--- src/hw/rtl/ps2km_pkg.sv ---
// Shared types, constants and scancode lookup for the PS/2 key-matrix decoder
`timescale 1ns / 1ps

package ps2km_pkg;

	// prefix and modifier scancodes
	localparam logic [7:0] CODE_EXT   = 8'hE0;
	localparam logic [7:0] CODE_BREAK = 8'hF0;
	localparam logic [7:0] CODE_LSHIFT = 8'h12;
	localparam logic [7:0] CODE_RSHIFT = 8'h59;
	localparam logic [7:0] CODE_CTRL  = 8'h14;

	// default depth of the queue between front and back
	localparam int QUEUE_DEPTH = 2;

	// one matrix position
	typedef struct packed {
		logic [2:0] row;
		logic [2:0] col;
	} key_t;

	localparam key_t KEY_CAPS = '{row: 3'd0, col: 3'd0};
	localparam key_t KEY_SYM  = '{row: 3'd7, col: 3'd1};

	// result of a table lookup: zero, one or two keys
	typedef struct packed {
		logic [1:0] num;
		key_t       k0;
		key_t       k1;
	} lookup_t;

	// one decoded scancode as handed from front to back
	typedef struct packed {
		logic supp;
		logic two;
		logic pressed;
		key_t k0;
		key_t k1;
	} cmd_t;

	function automatic key_t rc(input logic [2:0] r, input logic [2:0] c);
		key_t k;
		k.row = r;
		k.col = c;
		return k;
	endfunction

	function automatic lookup_t one(input key_t k);
		lookup_t l;
		l.num = 2'd1;
		l.k0  = k;
		l.k1  = KEY_CAPS;
		return l;
	endfunction

	function automatic lookup_t pair(input key_t a, input key_t b);
		lookup_t l;
		l.num = 2'd2;
		l.k0  = a;
		l.k1  = b;
		return l;
	endfunction

	// scancode to key mapping, extended and plain, shift selects symbols
	function automatic lookup_t lookup(input logic [7:0] code, input logic ext,
			input logic sh);
		lookup_t l;
		l.num = 2'd0;
		l.k0  = KEY_CAPS;
		l.k1  = KEY_CAPS;
		if (ext) begin
			case (code)
				8'h75: l = pair(KEY_CAPS, rc(3'd4, 3'd3));
				8'h72: l = pair(KEY_CAPS, rc(3'd4, 3'd4));
				8'h6B: l = pair(KEY_CAPS, rc(3'd3, 3'd4));
				8'h74: l = pair(KEY_CAPS, rc(3'd4, 3'd2));
				default: l.num = 2'd0;
			endcase
		end else begin
			case (code)
				8'h1C: l = one(rc(3'd1, 3'd0));
				8'h32: l = one(rc(3'd7, 3'd4));
				8'h21: l = one(rc(3'd0, 3'd3));
				8'h23: l = one(rc(3'd1, 3'd2));
				8'h24: l = one(rc(3'd2, 3'd2));
				8'h2B: l = one(rc(3'd1, 3'd3));
				8'h34: l = one(rc(3'd1, 3'd4));
				8'h33: l = one(rc(3'd6, 3'd4));
				8'h43: l = one(rc(3'd5, 3'd2));
				8'h3B: l = one(rc(3'd6, 3'd3));
				8'h42: l = one(rc(3'd6, 3'd2));
				8'h4B: l = one(rc(3'd6, 3'd1));
				8'h3A: l = one(rc(3'd7, 3'd2));
				8'h31: l = one(rc(3'd7, 3'd3));
				8'h44: l = one(rc(3'd5, 3'd1));
				8'h4D: l = one(rc(3'd5, 3'd0));
				8'h15: l = one(rc(3'd2, 3'd0));
				8'h2D: l = one(rc(3'd2, 3'd3));
				8'h1B: l = one(rc(3'd1, 3'd1));
				8'h2C: l = one(rc(3'd2, 3'd4));
				8'h3C: l = one(rc(3'd5, 3'd3));
				8'h2A: l = one(rc(3'd0, 3'd4));
				8'h1D: l = one(rc(3'd2, 3'd1));
				8'h22: l = one(rc(3'd0, 3'd2));
				8'h35: l = one(rc(3'd5, 3'd4));
				8'h1A: l = one(rc(3'd0, 3'd1));
				8'h45: l = sh ? pair(KEY_SYM, rc(3'd4, 3'd1)) : one(rc(3'd4, 3'd0));
				8'h16: l = sh ? pair(KEY_SYM, rc(3'd3, 3'd0)) : one(rc(3'd3, 3'd0));
				8'h1E: l = sh ? pair(KEY_SYM, rc(3'd3, 3'd1)) : one(rc(3'd3, 3'd1));
				8'h26: l = sh ? pair(KEY_SYM, rc(3'd3, 3'd2)) : one(rc(3'd3, 3'd2));
				8'h25: l = sh ? pair(KEY_SYM, rc(3'd3, 3'd3)) : one(rc(3'd3, 3'd3));
				8'h2E: l = sh ? pair(KEY_SYM, rc(3'd3, 3'd4)) : one(rc(3'd3, 3'd4));
				8'h36: l = sh ? pair(KEY_SYM, rc(3'd4, 3'd4)) : one(rc(3'd4, 3'd4));
				8'h3D: l = sh ? pair(KEY_SYM, rc(3'd4, 3'd3)) : one(rc(3'd4, 3'd3));
				8'h3E: l = sh ? pair(KEY_SYM, rc(3'd7, 3'd4)) : one(rc(3'd4, 3'd2));
				8'h46: l = sh ? pair(KEY_SYM, rc(3'd4, 3'd2)) : one(rc(3'd4, 3'd1));
				8'h55: l = pair(KEY_SYM, sh ? rc(3'd6, 3'd2) : rc(3'd6, 3'd1));
				8'h4E: l = pair(KEY_SYM, sh ? rc(3'd4, 3'd0) : rc(3'd6, 3'd3));
				8'h4A: l = pair(KEY_SYM, rc(3'd0, 3'd4));
				8'h52: l = pair(KEY_SYM, sh ? rc(3'd5, 3'd0) : rc(3'd4, 3'd3));
				8'h41: l = pair(KEY_SYM, sh ? rc(3'd2, 3'd3) : rc(3'd7, 3'd3));
				8'h49: l = pair(KEY_SYM, sh ? rc(3'd2, 3'd4) : rc(3'd7, 3'd2));
				8'h4C: l = pair(KEY_SYM, sh ? rc(3'd0, 3'd1) : rc(3'd5, 3'd1));
				8'h5A: l = one(rc(3'd6, 3'd0));
				8'h29: l = one(rc(3'd7, 3'd0));
				8'h66: l = pair(KEY_CAPS, rc(3'd4, 3'd0));
				default: l.num = 2'd0;
			endcase
		end
		return l;
	endfunction

endpackage

--- src/hw/rtl/ps2km_front.sv ---
// Front end: takes scancode bytes, tracks prefix and modifier flags, builds commands
`timescale 1ns / 1ps

module ps2km_front
	import ps2km_pkg::*;
(
	input  logic       clk,
	input  logic       arst_n,
	input  logic       scan_valid,
	output logic       scan_ready,
	input  logic [7:0] scan_code,
	output logic       push,
	output cmd_t       push_cmd,
	input  logic       queue_full
);

	logic    ext_q;
	logic    rel_q;
	logic    shift_q;
	logic    ctrl_q;
	logic    xfer;
	logic    is_ext;
	logic    is_break;
	logic    is_shift;
	logic    is_ctrl;
	logic    pressed;
	lookup_t lk;

	assign scan_ready = !queue_full;
	assign xfer       = scan_valid && scan_ready;

	// classify the byte
	assign is_ext   = (scan_code == CODE_EXT);
	assign is_break = (scan_code == CODE_BREAK);
	assign is_shift = !ext_q && ((scan_code == CODE_LSHIFT) || (scan_code == CODE_RSHIFT));
	assign is_ctrl  = !ext_q && (scan_code == CODE_CTRL);
	assign pressed  = !rel_q;
	assign lk       = lookup(scan_code, ext_q, shift_q);

	// build the command for the back end
	always_comb begin
		push_cmd.pressed = pressed;
		push_cmd.supp    = 1'b0;
		push_cmd.two     = 1'b0;
		push_cmd.k0      = lk.k0;
		push_cmd.k1      = lk.k1;
		push             = 1'b0;
		if (is_ext || is_break) begin
			push = 1'b0;
		end else if (is_shift) begin
			push_cmd.k0 = KEY_CAPS;
			push        = xfer;
		end else if (is_ctrl) begin
			push_cmd.k0 = KEY_SYM;
			push        = xfer;
		end else begin
			push_cmd.two  = (lk.num == 2'd2);
			push_cmd.supp = (lk.num == 2'd2) && (lk.k0 == KEY_SYM) && shift_q && !ctrl_q;
			push          = xfer && (lk.num != 2'd0);
		end
	end

	// flag state
	always_ff @(posedge clk or negedge arst_n) begin
		if (!arst_n) begin
			ext_q   <= 1'b0;
			rel_q   <= 1'b0;
			shift_q <= 1'b0;
			ctrl_q  <= 1'b0;
		end else if (xfer) begin
			if (is_ext) begin
				ext_q <= 1'b1;
			end else if (is_break) begin
				rel_q <= 1'b1;
			end else begin
				ext_q <= 1'b0;
				rel_q <= 1'b0;
				if (is_shift) begin
					shift_q <= pressed;
				end
				if (is_ctrl) begin
					ctrl_q <= pressed;
				end
			end
		end
	end

endmodule

--- src/hw/rtl/ps2km_queue.sv ---
// Small command queue between the front and back ends
`timescale 1ns / 1ps

module ps2km_queue
	import ps2km_pkg::*;
#(
	parameter int DEPTH = QUEUE_DEPTH
) (
	input  logic clk,
	input  logic arst_n,
	input  logic push,
	input  cmd_t push_cmd,
	output logic full,
	input  logic pop,
	output logic head_valid,
	output cmd_t head_cmd
);

	localparam int PW = (DEPTH > 1) ? $clog2(DEPTH) : 1;
	localparam int CW = $clog2(DEPTH + 1);
	localparam logic [PW-1:0] LAST = PW'(DEPTH - 1);
	localparam logic [CW-1:0] FULL_CNT = CW'(DEPTH);

	cmd_t          mem_q [DEPTH];
	logic [PW-1:0] wr_q;
	logic [PW-1:0] rd_q;
	logic [CW-1:0] cnt_q;
	logic          do_pop;

	assign full       = (cnt_q == FULL_CNT);
	assign head_valid = (cnt_q != '0);
	assign head_cmd   = mem_q[rd_q];
	assign do_pop     = pop && head_valid;

	// storage
	always_ff @(posedge clk) begin
		if (push && !full) begin
			mem_q[wr_q] <= push_cmd;
		end
	end

	// pointers and fill count
	always_ff @(posedge clk or negedge arst_n) begin
		if (!arst_n) begin
			wr_q  <= '0;
			rd_q  <= '0;
			cnt_q <= '0;
		end else begin
			if (push && !full) begin
				wr_q <= (wr_q == LAST) ? '0 : wr_q + 1'b1;
			end
			if (do_pop) begin
				rd_q <= (rd_q == LAST) ? '0 : rd_q + 1'b1;
			end
			if ((push && !full) && !do_pop) begin
				cnt_q <= cnt_q + 1'b1;
			end else if (!(push && !full) && do_pop) begin
				cnt_q <= cnt_q - 1'b1;
			end
		end
	end

endmodule

--- src/hw/rtl/ps2km_back.sv ---
// Back end: expands each command into key events through an output register
`timescale 1ns / 1ps

module ps2km_back
	import ps2km_pkg::*;
(
	input  logic       clk,
	input  logic       arst_n,
	input  logic       head_valid,
	input  cmd_t       head_cmd,
	output logic       pop,
	output logic       key_valid,
	input  logic       key_ready,
	output logic [2:0] key_row,
	output logic [2:0] key_column,
	output logic       key_down,
	output logic       last_event
);

	logic [1:0] step_q;
	logic       out_valid_q;
	key_t       out_key_q;
	logic       out_down_q;
	logic       out_last_q;
	logic       load;
	logic       is_last;
	key_t       ev_key;
	logic       ev_down;

	assign load    = head_valid && (!out_valid_q || key_ready);
	assign is_last = (step_q == {head_cmd.supp, head_cmd.two});
	assign pop     = load && is_last;

	// pick the event for the current step
	always_comb begin
		ev_key  = head_cmd.k0;
		ev_down = head_cmd.pressed;
		case ({head_cmd.supp, step_q})
			3'b100: begin
				ev_key  = KEY_CAPS;
				ev_down = 1'b0;
			end
			3'b101: ev_key = head_cmd.k0;
			3'b110: ev_key = head_cmd.k1;
			3'b111: begin
				ev_key  = KEY_CAPS;
				ev_down = 1'b1;
			end
			3'b000: ev_key = head_cmd.k0;
			3'b001: ev_key = head_cmd.k1;
			default: ev_key = head_cmd.k0;
		endcase
	end

	// step counter and output valid
	always_ff @(posedge clk or negedge arst_n) begin
		if (!arst_n) begin
			step_q      <= '0;
			out_valid_q <= 1'b0;
		end else begin
			if (load) begin
				step_q <= is_last ? 2'd0 : step_q + 2'd1;
			end
			if (load) begin
				out_valid_q <= 1'b1;
			end else if (key_ready) begin
				out_valid_q <= 1'b0;
			end
		end
	end

	// output payload
	always_ff @(posedge clk) begin
		if (load) begin
			out_key_q  <= ev_key;
			out_down_q <= ev_down;
			out_last_q <= is_last;
		end
	end

	assign key_valid  = out_valid_q;
	assign key_row    = out_key_q.row;
	assign key_column = out_key_q.col;
	assign key_down   = out_down_q;
	assign last_event = out_last_q;

endmodule

--- src/hw/rtl/ps2_scancode_to_key_matrix_unit.sv ---
// PS/2 set-2 scancode to 8x5 key-matrix event decoder, top level
// With queue and output register empty, the command of a scancode is written into
// the command queue, and its first event is then loaded into the output register.
// Throughput: one event per cycle from the back end while key_ready is high; a
// scancode gives 1, 2 or 4 events there, prefixes and unmapped codes give none.
// The front end keeps taking bytes while the command queue has room.
// Reset (arst_n low) clears all flags, empties the queue and clears the output valid.
`timescale 1ns / 1ps

module ps2_scancode_to_key_matrix_unit
	import ps2km_pkg::*;
#(
	parameter int QDEPTH = QUEUE_DEPTH
) (
	input  logic       clk,
	input  logic       arst_n,
	input  logic       scan_valid,
	output logic       scan_ready,
	input  logic [7:0] scan_code,
	output logic       key_valid,
	input  logic       key_ready,
	output logic [2:0] key_row,
	output logic [2:0] key_column,
	output logic       key_down,
	output logic       last_event
);

	logic push;
	cmd_t push_cmd;
	logic full;
	logic pop;
	logic head_valid;
	cmd_t head_cmd;

	// byte classification and flags
	ps2km_front u_front (
		.clk        (clk),
		.arst_n     (arst_n),
		.scan_valid (scan_valid),
		.scan_ready (scan_ready),
		.scan_code  (scan_code),
		.push       (push),
		.push_cmd   (push_cmd),
		.queue_full (full)
	);

	// decoupling queue
	ps2km_queue #(
		.DEPTH (QDEPTH)
	) u_queue (
		.clk        (clk),
		.arst_n     (arst_n),
		.push       (push),
		.push_cmd   (push_cmd),
		.full       (full),
		.pop        (pop),
		.head_valid (head_valid),
		.head_cmd   (head_cmd)
	);

	// event sequencing
	ps2km_back u_back (
		.clk        (clk),
		.arst_n     (arst_n),
		.head_valid (head_valid),
		.head_cmd   (head_cmd),
		.pop        (pop),
		.key_valid  (key_valid),
		.key_ready  (key_ready),
		.key_row    (key_row),
		.key_column (key_column),
		.key_down   (key_down),
		.last_event (last_event)
	);

endmodule

--- config.mk ---
export PLATFORM = sky130hd
export DESIGN_NAME = ps2_scancode_to_key_matrix_unit
export DESIGN_NICKNAME = d
export VERILOG_FILES = /design/src/hw/rtl/ps2km_pkg.sv /design/src/hw/rtl/ps2km_front.sv /design/src/hw/rtl/ps2km_queue.sv /design/src/hw/rtl/ps2km_back.sv /design/src/hw/rtl/ps2_scancode_to_key_matrix_unit.sv
export SDC_FILE = /design/constraint.sdc
export NUM_CORES = 1
export LEC_CHECK = 0
export BUFFER_PORTS_ARGS = -buffer_cell sky130_fd_sc_hd__buf_2
export CAP_MARGIN = 20
export CORE_MARGIN = 2
export CORE_UTILIZATION = 50
export CTS_CLUSTER_DIAMETER = 30
export DETAILED_ROUTE_END_ITERATION = 6
export MAX_ROUTING_LAYER = met4
export PLACE_DENSITY = 0.8
export SLEW_MARGIN = 20
export SYNTH_ARGS = -nofsm -noshare
export SYNTH_HDL_FRONTEND = slang
export SYNTH_SLANG_ARGS = --single-unit
export TNS_END_PERCENT = 10
--- constraint.sdc ---
create_clock -name clk -period 2.4 [get_ports clk]
set_input_delay 0.12 -clock clk [delete_from_list [all_inputs] [get_ports clk]]
set_output_delay 0.12 -clock clk [all_outputs]
set_load 0.05 [all_outputs]
; ---- After elaboration in Yosys (flattened, before gate mapping)
; Memory sizes are Yosys's and may differ from the RTL's.
; Index checks and enable logic that the tools add are counted.
; Widths: inputs -> output; s select.
[word_totals]
ff_bits = 19
mem_bits_rw = 30
input_bits = 12
word_cells = 165
memories = 1
[classes]
addsub = 5
n_eq_ne = 64
n_mux = 44
bitwise_logic = 2
reduce_logical = 36
[mem_list]
columns = memory, words, width, rd, rd_clocked_by_memory_dff, write_ports, line_no
row1 = u_queue.mem_q, 2, 15, 1, 0, 1, ps2km_queue.sv:24  ; cmd_t mem_q [DEPTH];
[ops]
columns = op, n
row1 = $pmux 12 s46, 1
row2 = $eq 8x6->1 const B, 23
row3 = $eq 8x7->1 const B, 21
row4 = $mux 14, 11
row5 = $eq 8x5->1 const B, 9
row6 = $mux 6, 6
row7 = $reduce_or 28->1, 1
row8 = $pmux 2 s12, 1
row9 = $pmux 6 s4, 1
row10 = $eq 8x8->1 const B, 2
row11 = $mux 2, 8
row12 = $logic_and 1x1->1, 13
row13 = $mux 1, 12
row14 = $pmux 6 s2, 1
row15 = $eq 3x3->1 const B, 3
row16 = $reduce_and 4->1, 2
row17 = $reduce_bool 2->1, 4
row18 = $reduce_or 8->1, 1
row19 = $logic_not 1->1, 7
row20 = $eq 6x6->1 const B, 1
row21 = $mux 5, 1
row22 = $add 2x1->2 const B, 2
row23 = $eq 2x2->1 const B, 2
row24 = $mux 4, 1
row25 = 11 further kinds, 17

; ---- Depth between registers and ports, before layout
; Gate-level depths: netlist of the first run.
[logic_depth]
word_depth = 14
mapped_depth = 14
depth_no_buf = 11

; ---- Cells and area by module
; Synthesis of the first run repeated with hierarchy kept, for this count alone.
[unflattened]
cells_unflattened = 384
hier_area_um2 = 3659.8
[modules_own_cells]
columns = mod, instances, cells_per_inst, area_each_um2
row1 = ps2km_front, 1, 279, 1784.2
row2 = ps2km_queue, 1, 66, 1335.0
row3 = ps2km_back, 1, 39, 540.5

; ---- Worst setup path after synthesis of the first run
; No wires, ideal clock.
[synth_path]
path_kind = input to register
from = input scan_code[4]
to = memory u_queue.mem_q[1][0] in the netlist's numbering, enable pin
setup_time_ps = 386
t_arrival_ps = 2250
t_required_ps = 2014
slack_ps = -237
path_stages = 9
path_buffers = 2
cell_sequence = buf_6 or4b_1 buf_2 nor2_1 a211o_1 o21ai_0 a31oi_1 o31ai_2 nor2_1
[synth_between]
elab_chain_cells = 12
[synth_rtl]
columns = element, line_no
row1 = start: declaration, ps2_scancode_to_key_matrix_unit.sv:19  ; input logic [7:0] scan_code,
row2 = "$eq 8x5->1, or another cell as far along", ps2km_pkg.sv:80  ; case (code)
row3 = "$reduce_or 28->1 (no line), or another cell as far along", -
row4 = $pmux 2 s12 / $mux 2 (equally long branches), "ps2km_pkg.sv:80, ps2km_pkg.sv:72"
row5 = $mux 14, ps2km_pkg.sv:71  ; if (ext) begin
row6 = $reduce_bool 2->1, ps2km_front.sv:59  ; push = xfer && (lk.num != 2'd0);
row7 = $logic_and 1x1->1, ps2km_front.sv:59
row8 = $mux 1, ps2km_front.sv:53  ; end else if (is_ctrl) begin
row9 = $mux 1, ps2km_front.sv:50  ; end else if (is_shift) begin
row10 = $mux 1 *, ps2km_front.sv:48  ; if (is_ext || is_break) begin
row11 = $logic_and 1x1->1 *, ps2km_queue.sv:37  ; if (push && !full) begin
row12 = $mux 1 *, ps2km_queue.sv:37
row13 = $mux 1 (implied by the code) *, ps2km_queue.sv:38  ; mem_q[wr_q] <= push_cmd;
row14 = end: declaration, ps2km_queue.sv:24
; Every way passes the cells marked *; elsewhere a longest branch is shown, timed or not.

; ---- Worst setup path in the final report of the first run
[layout_path]
from = input scan_code[0]
to = register u_queue.cnt_q[1]
[layout_between]
elab_chain_cells = 13
[layout_rtl]
columns = element, line_no
row1 = "$eq 8x5->1, or another cell as far along", ps2km_pkg.sv:80
row2 = "$reduce_or 28->1 (no line), or another cell as far along", -
row3 = $pmux 2 s12 / $mux 2 (equally long branches), "ps2km_pkg.sv:80, ps2km_pkg.sv:72"
row4 = $mux 14, ps2km_pkg.sv:71
row5 = $reduce_bool 2->1, ps2km_front.sv:59
row6 = $logic_and 1x1->1, ps2km_front.sv:59
row7 = $mux 1, ps2km_front.sv:53
row8 = $mux 1, ps2km_front.sv:50
row9 = $mux 1 *, ps2km_front.sv:48
row10 = $logic_and 1x1->1 *, "ps2km_queue.sv:55, ps2km_queue.sv:57"
row11 = $logic_not 1->1, ps2km_queue.sv:57  ; end else if (!(push && !full) && do_pop) begin
row12 = $logic_and 1x1->1, ps2km_queue.sv:57
row13 = $reduce_bool 2->1 (no line), -
row14 = end signal: assignment, ps2km_queue.sv:56  ; cnt_q <= cnt_q + 1'b1;
row15 = end signal: assignment, ps2km_queue.sv:58  ; cnt_q <= cnt_q - 1'b1;
row16 = end: declaration, ps2km_queue.sv:27  ; logic [CW-1:0] cnt_q;
; Marked as above.
; A chain may end at the register's enable or synchronous reset.

==> results of run 1 <==
-- power by group --
group	leakage (nW)	switching (mW)	internal [mW]
sequential	0.481	0.121	1.14
combinational	1.19	0.893	0.495
clock	0.0445	0.276	0.207
total	1.72	1.29	1.84
-- final timing paths --
| check | from | endpoint | slack, ns | depth (start not counted) |
|---|---|---|---|---|
| setup / recovery | scan_code[0] | u_queue.cnt_q[1]$_DFFE_PN0P_ | 0.18 | 12 |
| hold / removal | scan_valid | u_front.rel_q$_DFFE_PN0P_ | 0.10 | 3 |
| setup reg to reg | u_queue.rd_q$_DFFE_PN0P_ | u_queue.cnt_q[1]$_DFFE_PN0P_ | 0.24 | 8 |
| hold reg to reg | u_front.rel_q$_DFFE_PN0P_ | u_front.shift_q$_DFFE_PN0P_ | 0.49 | 1 |
| max in group asynchronous | arst_n | u_front.ctrl_q$_DFFE_PN0P_ | 2.00 | 2 |
| min in group asynchronous | arst_n | u_back.step_q[0]$_DFFE_PN0P_ | 0.20 | 2 |
-- registers in the layout, summed over array words and instances, names as in the netlist --
register           flops
u_queue.mem_q         30
u_back.key_column      3
u_back.key_row         3
u_back.step_q          2
u_queue.cnt_q          2
u_back.key_down        1
u_back.key_valid       1
u_back.last_event      1
u_front.ctrl_q         1
u_front.ext_q          1
u_front.rel_q          1
u_front.shift_q        1
u_queue.rd_q           1
u_queue.wr_q           1
-- layout make-up --
| type | instances | area [µm²] |
|---|---|---|
| repair buffers | 104 | 755.7 |
| clock inverters | 3 | 21.27 |
| well taps | 96 | 120.1 |
| clock buffers | 5 | 68.82 |
| multi-input cells | 273 | 1879 |
| fillers | 564 | 2487 |
| inverters | 12 | 45.04 |
| flip-flops and latches | 49 | 1416 |
-- worst max-delay path: cells and delay by family --
| kind | cells | cell delay (ns) |
|---|---|---|
| AOI/OAI and AO/OA | 4 | 0.88 |
| and+or+nand+nor | 3 | 0.55 |
| buffers and inverters | 2 | 0.38 |
| adders and majority gates | 1 | 0.21 |
| xor gates and xnor gates | 2 | 0.30 |
-- cell families after synthesis --
group           share of synthesized area (%)
flops                                   40.41
buf+inv                                 6.140
simple gates                            22.74
xor+xnor                                2.499
mux                                     5.462
compound gates                          20.96
fa+ha+maj                               1.785
-- per-stage QoR --
stage,instances,worst slack [ns]
3_5_place_dp,533,-0.08681
6_report,542,0.1812
3_3_place_gp,533,-0.03526
4_1_cts,542,0.1829
5_1_grt,542,0.04307
2_1_floorplan,362,-0.2370
-- layer usage --
metal / global-route usage, % / part of all wire [%] / vias up
met3: 2.545 / 5.7 / 56
met2: 47.25 / 49 / 185
met5: - / 0 / -
met1: 31.09 / 39 / 1583
met4: 15.66 / 5.8 / 0
li1: - / - / 1541
-- placed cells by master, fill, tap and decap left out, types with 6 or more instances in the layout --
master / count
nand2_1: 26
nor3_1: 13
inv_1: 11
nor2_1: 27
a21oi_1: 10
mux2i_1: 17
xnor2_1: 6
nor2b_1: 8
nand2b_1: 9
o21ai_0: 23
o22ai_1: 15
nand3_1: 9
nor3b_1: 6
buf_2: 21
edfxtp_1: 38
dfrtp_1: 11
a22oi_1: 7
buf_4: 80
-- what timing repair did --
| item | CTS | global route |
|---|---|---|
| endpoints found under the setup margin | 0 | 3 |
| hold buffers | 1 | 0 |
| gates resized for setup | 0 | 2 |
| endpoints found under the hold margin | 11 | 0 |
==> flow_summary_export.csv, run 1 <==
group,metric,value,unit
outcome,status,"complete, no violations",
finish,syn_to_final_growth,22.88,%
timing,tightest_slew,0.6751,ns
timing,report.final.slew_viol_count,0,
critical_path,criticalPathCategory,"in2reg",
cts,clock-sinks,49,
drt,drt-pass1-iter-count,5,
drt,drt_iter0_markers,301,
cts,cts_setup_buffers,0,
critical_path,critPathMaxStageDelay,0.36,ns
grt,grt_pass1_vias,3318,
critical_path,cp.required,2.62,ns
timing,grt_setup_unrepaired,"no",
finish,post-route-cell-area,4307,µm²
drt,drt-total-wl,10090,µm
power_and_ir_drop,total_power,3.129,mW
synth,yosysWarnings,0,
timing,hold_viol_final,0,
synth,ys_types,73,
finish,n_antenna_cell,0,
grt,grt_pass1_wl,15950,µm
floorplanning,die_w,87.72,µm
synth,yosysTopAreaCellShare,32.56,%
grt,grt.overflow.total,0,
critical_path,end_kind,"flop",
synth,synth-seq-cells,49,
synth,async_flop_share,22.45,%
synth,avgSynthCellArea,9.681,µm²
floorplanning,coreArea,6794,µm²
synth,syn_nets,379,
timing,timing.hold.ws,0.1045,ns
power_and_ir_drop,p_leak,1.721,nW
drt,routed_via_density,6.208,
cts,cts_tree,"done",
finish,final_core_util,63.39,%
synth,synth.most_common_cell,"edfxtp_1",
placement,io_buffers,21,
critical_path,path_common_cell,"xor2_1",
cts,cts_buffers,5,
grt,track_usage,27.45,%
placement,hpwl,7894,µm
timing,final.period_utilization,92.45,%
cts,worst_skew_pair.late_latency,0.29,ns
floorplanning,row_count,30,
finish,drive_gt1_share,29.15,%
cts,htree_levels,2,
run,maxCapViolations,0,
floorplanning,io_pins,22,
timing,setup_viol,0,
drt,routed-via-count,3365,
timing,setup-tns-final,0,ns
placement,place_area,4200,µm²
synth,seq_area_frac_synth,40.41,%
drt,ant_nets,0,
timing,finClkSkew,0.007240,ns
timing,period_minus_slack,2.219,ns
floorplanning,initial_core_util,51.58,%
finish,nNetsFinal,462,
synth,yosysTopAreaCell,"edfxtp_1",
floorplanning,die_h,87.72,µm
timing,maxSlewHeadroom,54.52,%
critical_path,slowest_stage,"a311oi_2",
drt,wl_per_cell,18.62,µm
synth,syn-cell-area,3505,µm²
min_path,hp-class,"in2reg",
drt,drc,0,
synth,ys_top_cells_by_area,"edfxtp_1, dfrtp_1, mux2i_1",
power_and_ir_drop,p_per_area,726.5,nW/µm²
synth,synth_top_cells_by_count,"edfxtp_1, nor2_1, nand2_1, o21ai_0, mux2i_1",
timing,fmax,450.7,MHz
grt,antenna_found_initial,0,
placement,gp_congestion,1.017,
grt,grt_max_degree,20,
floorplanning,die-area,7695,µm²
critical_path,start_kind,"input port",
critical_path,cp_max_fo,18,
cts,clock-root-buffer,"clkbuf_8",
power_and_ir_drop,vdd.ir_drop.worst,0.0003117,V
synth,syn_inst,362,
synth,synth_edf_count,38,
synth,ys.flop_type,"edfxtp_1",
critical_path,crit_chain,"buf_2 -> nand2b_2 -> o21ai_1 -> and4_4 -> a311oi_2 -> a31oi_1 -> o31ai_2 -> inv_1 -> ha_1 -> xor2_1 -> nor2_1 -> xor2_1",
cts,clockBufferDepth,2,
cts,path_clk_slew,0.09,ns
critical_path,cp.arrival,2.44,ns
Note: power is estimated with default switching activity, not from simulation.
==> inputs of run 2 (changes only) <==
- CTS_BUF_LIST: unset -> sky130_fd_sc_hd__clkbuf_16
- GPL_ROUTABILITY_DRIVEN: unset -> 0
==> flow_summary_export.csv, run 2 (same netlist as run 1, synthesis figures left out) <==
group,metric,value,unit
outcome,status,"complete, no violations",
floorplanning,coreArea,6794,µm²
timing,setup-tns-final,0,ns
floorplanning,row_count,30,
timing,maxSlewHeadroom,52.53,%
critical_path,end_kind,"flop",
critical_path,cp.required,2.61,ns
cts,htree_levels,2,
timing,tightest_slew,0.7046,ns
drt,drt-total-wl,9457,µm
cts,cts_tree,"done",
drt,routed_via_density,6.165,
finish,n_antenna_cell,0,
timing,setup_viol,0,
placement,hpwl,7153,µm
cts,clock-root-buffer,"clkbuf_16",
power_and_ir_drop,vdd.ir_drop.worst,0.0004200,V
floorplanning,io_pins,22,
grt,grt_pass1_wl,15320,µm
finish,final_common_cell,"buf_4",
critical_path,crit_chain,"buf_2 -> buf_4 -> nand2b_1 -> nor2_1 -> a211o_1 -> o21ai_0 -> o211ai_1 -> o31ai_2 -> inv_1 -> ha_1 -> xor2_1 -> nor2_1 -> xor2_1",
finish,largest_reg_flops,30,
grt,antenna_found_initial,0,
power_and_ir_drop,p_leak,1.711,nW
finish,drive_gt1_share,27.17,%
timing,setup_ws,0.1604,ns
cts,worst_skew_pair.late_latency,0.29,ns
critical_path,start_kind,"input port",
timing,grt_setup_unrepaired,"no",
drt,drt-pass1-iter-count,5,
finish,layout.cells.non_filler,534,
drt,wl_per_cell,17.71,µm
placement,io_buffers,21,
run,maxCapViolations,0,
timing,hold_viol_final,0,
floorplanning,die_h,87.72,µm
timing,finClkSkew,0.005027,ns
timing,fmax,446.5,MHz
cts,clockBufferDepth,2,
critical_path,critPathMaxStageDelay,0.33,ns
finish,final_cell_mix,"buf_4, edfxtp_1, nor2_1",
floorplanning,initial_core_util,51.58,%
critical_path,criticalPathCategory,"in2reg",
placement,placedCellCount,525,
placement,place_worst_setup_slack,-0.05875,ns
cts,ctsResizeCount,0,
timing,report.final.slew_viol_count,0,
grt,grt.overflow.total,0,
timing,period_minus_slack,2.240,ns
finish,num-fill-cells,516,
timing,final.period_utilization,93.32,%
grt,track_usage,26.34,%
min_path,hp-class,"in2reg",
finish,nNetsFinal,454,
power_and_ir_drop,p_per_area,788.9,nW/µm²
cts,path_clk_slew,0.06,ns
drt,drt_iter0_markers,382,
cts,clock-sinks,49,
critical_path,cp_num_buf_inv,3,
floorplanning,die_w,87.72,µm
critical_path,cp_max_fo,15,
drt,ant_nets,0,
cts,cts_setup_buffers,0,
drt,routed-via-count,3292,
finish,largest_register,"u_queue.mem_q",
grt,grt_pass1_vias,3135,
critical_path,slowest_stage,"a211o_1",
critical_path,cp.arrival,2.45,ns
cts,cts_buffers,5,
critical_path,crit_family,"compound AO/OA/AOI/OAI gates",
floorplanning,die-area,7695,µm²
drt,drc,0,
grt,grt_max_degree,20,
finish,syn_to_final_growth,22.81,%
## run 2: tightest hold or removal path: stages
cell and delay [ns]:
buf_2 0.11, nand3_1 0.07, a21oi_1 0.06
## run 2: power breakdown
| part | switching, mW | internal (mW) |
|---|---|---|
| sequential | 0.123 | 1.14 |
| clock | 0.295 | 0.488 |
| combinational | 0.870 | 0.480 |
## run 2: area by class of cell
cell class	count	area [µm²]	area share [%]
Tap cell	96	120.1	2.791
Inverter	12	45.04	1.047
Timing Repair Buffer	96	683.2	15.87
Multi-Input combinational cell	273	1873	43.52
Clock inverter	3	41.29	0.9593
Sequential cell	49	1416	32.91
Clock buffer	5	125.1	2.907
## run 2: path summary, 6_finish.rpt
kind / depth (start not counted) / to / slack, ns / start
worst min register to register: 1 / u_front.shift_q$_DFFE_PN0P_ / 0.49 / u_front.rel_q$_DFFE_PN0P_
worst max-delay path: 13 / u_queue.cnt_q[1]$_DFFE_PN0P_ / 0.16 / scan_code[1]
worst min-delay path: 3 / u_front.rel_q$_DFFE_PN0P_ / 0.11 / scan_valid
min in group asynchronous: 2 / u_front.rel_q$_DFFE_PN0P_ / 0.22 / arst_n
max in group asynchronous: 2 / u_queue.rd_q$_DFFE_PN0P_ / 1.98 / arst_n
worst max register to register: 8 / u_queue.cnt_q[1]$_DFFE_PN0P_ / 0.20 / u_queue.rd_q$_DFFE_PN0P_
## run 2: per-stage QoR
step           hold slack (ns)  utilization (%)  instance area (µm²)  power, mW
2_1_floorplan          -0.1756                -                 3505      2.246
3_3_place_gp         -0.004629            60.76                 4128      2.557
3_5_place_dp         0.0006677            60.76                 4128      2.604
4_1_cts                 0.1165            63.35                 4304      3.394
5_1_grt                 0.1388            63.35                 4304      3.578
6_report                0.1146            63.35                 4304      3.396
## run 2: layer usage
layer	GRT usage, %	vias up	wire [µm]
li1	-	1527	-
met1	31.68	1542	3751
met2	42.08	188	4593
met3	4.241	35	704
met4	14.69	0	407
met5	-	-	0
## run 2: timing repair
item | CTS | global route
setup endpoints to repair | 0 | 0
endpoints found under the hold margin | 11 | 0
hold buffers | 1 | 0
==> inputs of run 3 (changes only) <==
- CORE_MARGIN: 2 -> 3
==> flow_summary_export.csv, run 3 (same netlist as run 1, synthesis figures left out) <==
group,metric,value,unit
outcome,status,"complete, no violations",
floorplanning,initial_core_util,53.36,%
critical_path,cp.arrival,2.34,ns
cts,cts_buffers,5,
grt,track_usage,23.29,%
drt,ant_nets,0,
timing,period_minus_slack,2.328,ns
finish,syn_to_final_growth,21.39,%
timing,report.final.slew_viol_count,0,
power_and_ir_drop,p_per_area,795.3,nW/µm²
finish,multi_input_area,1886,µm²
critical_path,path_common_cell,"buf_4",
floorplanning,coreArea,6568,µm²
finish,final_common_cell,"buf_4",
grt,grt_util_met3,3.589,%
timing,fmax,429.5,MHz
critical_path,cp.required,2.41,ns
grt,use_met2,39.35,%
critical_path,criticalPathCategory,"in2reg",
drt,drt-total-wl,9298,µm
cts,clock-root-buffer,"clkbuf_16",
power_and_ir_drop,combPwrFrac,40.1,%
power_and_ir_drop,p_int,2.106,mW
timing,tightest_slew,0.7168,ns
run,maxCapViolations,0,
critical_path,regToRegStartpoint,"u_front.ext_q$_DFFE_PN0P_",
power_and_ir_drop,vdd.ir_drop.worst,0.0004904,V
timing,finClkSkew,0.006439,ns
drt,wl_per_cell,17.88,µm
timing,setup_viol,0,
finish,num-fill-cells,501,
drt,drt-pass1-iter-count,6,
cts,path_clk_slew,0.06,ns
power_and_ir_drop,switchingPower,1.277,mW
cts,clockBufferDepth,2,
cts,cts_tree,"done",
floorplanning,die_h,89.72,µm
floorplanning,io_pins,22,
timing,maxSlewHeadroom,51.71,%
min_path,hp-start,"key_ready",
timing,grt_setup_unrepaired,"no",
grt,grt_max_degree,20,
power_and_ir_drop,total_power,3.383,mW
drt,routed-via-count,3307,
floorplanning,die-area,8050,µm²
grt,grt_pass1_wl,15150,µm
critical_path,critPathMaxStageDelay,0.61,ns
grt,grt.overflow.total,0,
grt,grt_pass1_vias,3177,
timing,final.period_utilization,97.00,%
cts,cts_setup_buffers,0,
timing,setup-tns-final,0,ns
finish,largest_reg_flops,30,
grt,grtUsageMet1,26.28,%
drt,drt_iter0_markers,333,
finish,largest_register,"u_queue.mem_q",
placement,hpwl,7085,µm
finish,nNetsFinal,443,
cts,htree_levels,2,
critical_path,slowest_stage,"a2111oi_0",
finish,drive_gt1_share,25.29,%
power_and_ir_drop,clkPwrFrac,22.3,%
floorplanning,die_w,89.72,µm
critical_path,crit_chain,"buf_2 -> buf_4 -> buf_4 -> nor2b_1 -> nand2b_1 -> a21oi_1 -> a2111oi_0 -> nand4_1 -> o21ai_1 -> buf_4 -> nand2_1",
drt,routed_via_density,6.360,
critical_path,crit_family,"compound AO/OA/AOI/OAI gates",
floorplanning,row_count,29,
timing,timing.hold.ws,0.1125,ns
power_and_ir_drop,p_leak,1.677,nW
min_path,hp-class,"in2reg",
cts,worst_skew_pair.late_latency,0.28,ns
cts,clock-sinks,49,
grt,antenna_found_initial,0,
power_and_ir_drop,p_seq_share,37.6,%
power_and_ir_drop,swShare,37.75,%
grt,grt.busiest_layer,"met2",
drt,drc,0,
critical_path,startpoint,"scan_code[3]",
placement,io_buffers,21,
finish,final_cell_mix,"buf_4, edfxtp_1, nor2_1",
critical_path,cp_max_fo,18,
critical_path,end_kind,"flop",
critical_path,cp_num_buf_inv,4,
finish,n_antenna_cell,0,
finish,seq_area,1416,µm²
critical_path,start_kind,"input port",
timing,hold_viol_final,0,
==> run 3: cell count changes in the layout (fill, tap and decap cells not counted) <==
cell,change
buf_12,+2
clkinvlp_4,-1
mux2i_1,-1
clkbuf_4,+1
inv_1,+1
buf_2,-1
mux2i_4,+1
buf_4,-13
==> run 3: layout make-up <==
class / count / share of cell area [%]
Multi-Input combinational cell: 273 / 44.32
Clock buffer: 5 / 2.941
Clock inverter: 3 / 0.8824
Timing Repair Buffer: 85 / 14.76
Sequential cell: 49 / 33.29
Tap cell: 93 / 2.735
Inverter: 12 / 1.059
==> run 3: path summary, 6_finish.rpt <==
| check | slack (ns) | end | depth (start not counted) |
|---|---|---|---|
| max | 0.07 | u_queue.mem_q[1][6]$_DFFE_PP_ | 11 |
| min | 0.11 | u_back.key_valid$_DFFE_PN0P_ | 3 |
| max reg2reg | 0.22 | u_queue.cnt_q[1]$_DFFE_PN0P_ | 8 |
| min reg2reg | 0.52 | u_back.key_valid$_DFFE_PN0P_ | 2 |
| min in group asynchronous | 0.26 | u_back.step_q[1]$_DFFE_PN0P_ | 2 |
| max in group asynchronous | 1.94 | u_queue.rd_q$_DFFE_PN0P_ | 2 |
==> run 3: timing repair <==
action,CTS,global route
setup endpoints to repair,0,1
gates resized for setup,0,3
endpoints found under the hold margin,11,0
hold buffers,1,0
==> run 3: power by group through the flow <==
stage	combinational, mW	sequential [mW]	clock [mW]
after detailed placement	1.34	1.28	0
after global routing	1.45	1.29	0.808
after CTS	1.35	1.27	0.768
after floorplan	0.736	1.51	0
after global placement	1.29	1.27	0
final	1.36	1.27	0.755
==> run 3: worst reg2reg max path: cells and delay by family (launching register included) <==
kind,cells,cell delay (ns)
buffers and inverters,1,0.07
adder cells (fa/ha/maj),1,0.33
XOR/XNOR,1,0.22
AND/OR/NAND/NOR,3,0.55
AO/OA/AOI/OAI,2,0.42
flip-flops,1,0.49
==> run 3: stage by stage <==
stage	area [µm²]	util, %	setup slack, ns	std cells
after global routing	4254	64.77	0.02502	520
after global placement	4066	61.92	-0.01074	511
after CTS	4239	64.55	0.06288	520
after floorplan	3505	-	-0.2370	362
final	4254	64.77	0.07192	520
after detailed placement	4066	61.92	-0.1068	511
==> run 3: layer usage <==
| layer | vias to the layer above | wire length [µm] |
|---|---|---|
| li1 | 1509 | - |
| met1 | 1545 | 3597 |
| met2 | 197 | 4530 |
| met3 | 56 | 675 |
| met4 | 0 | 495 |
| met5 | - | 0 |
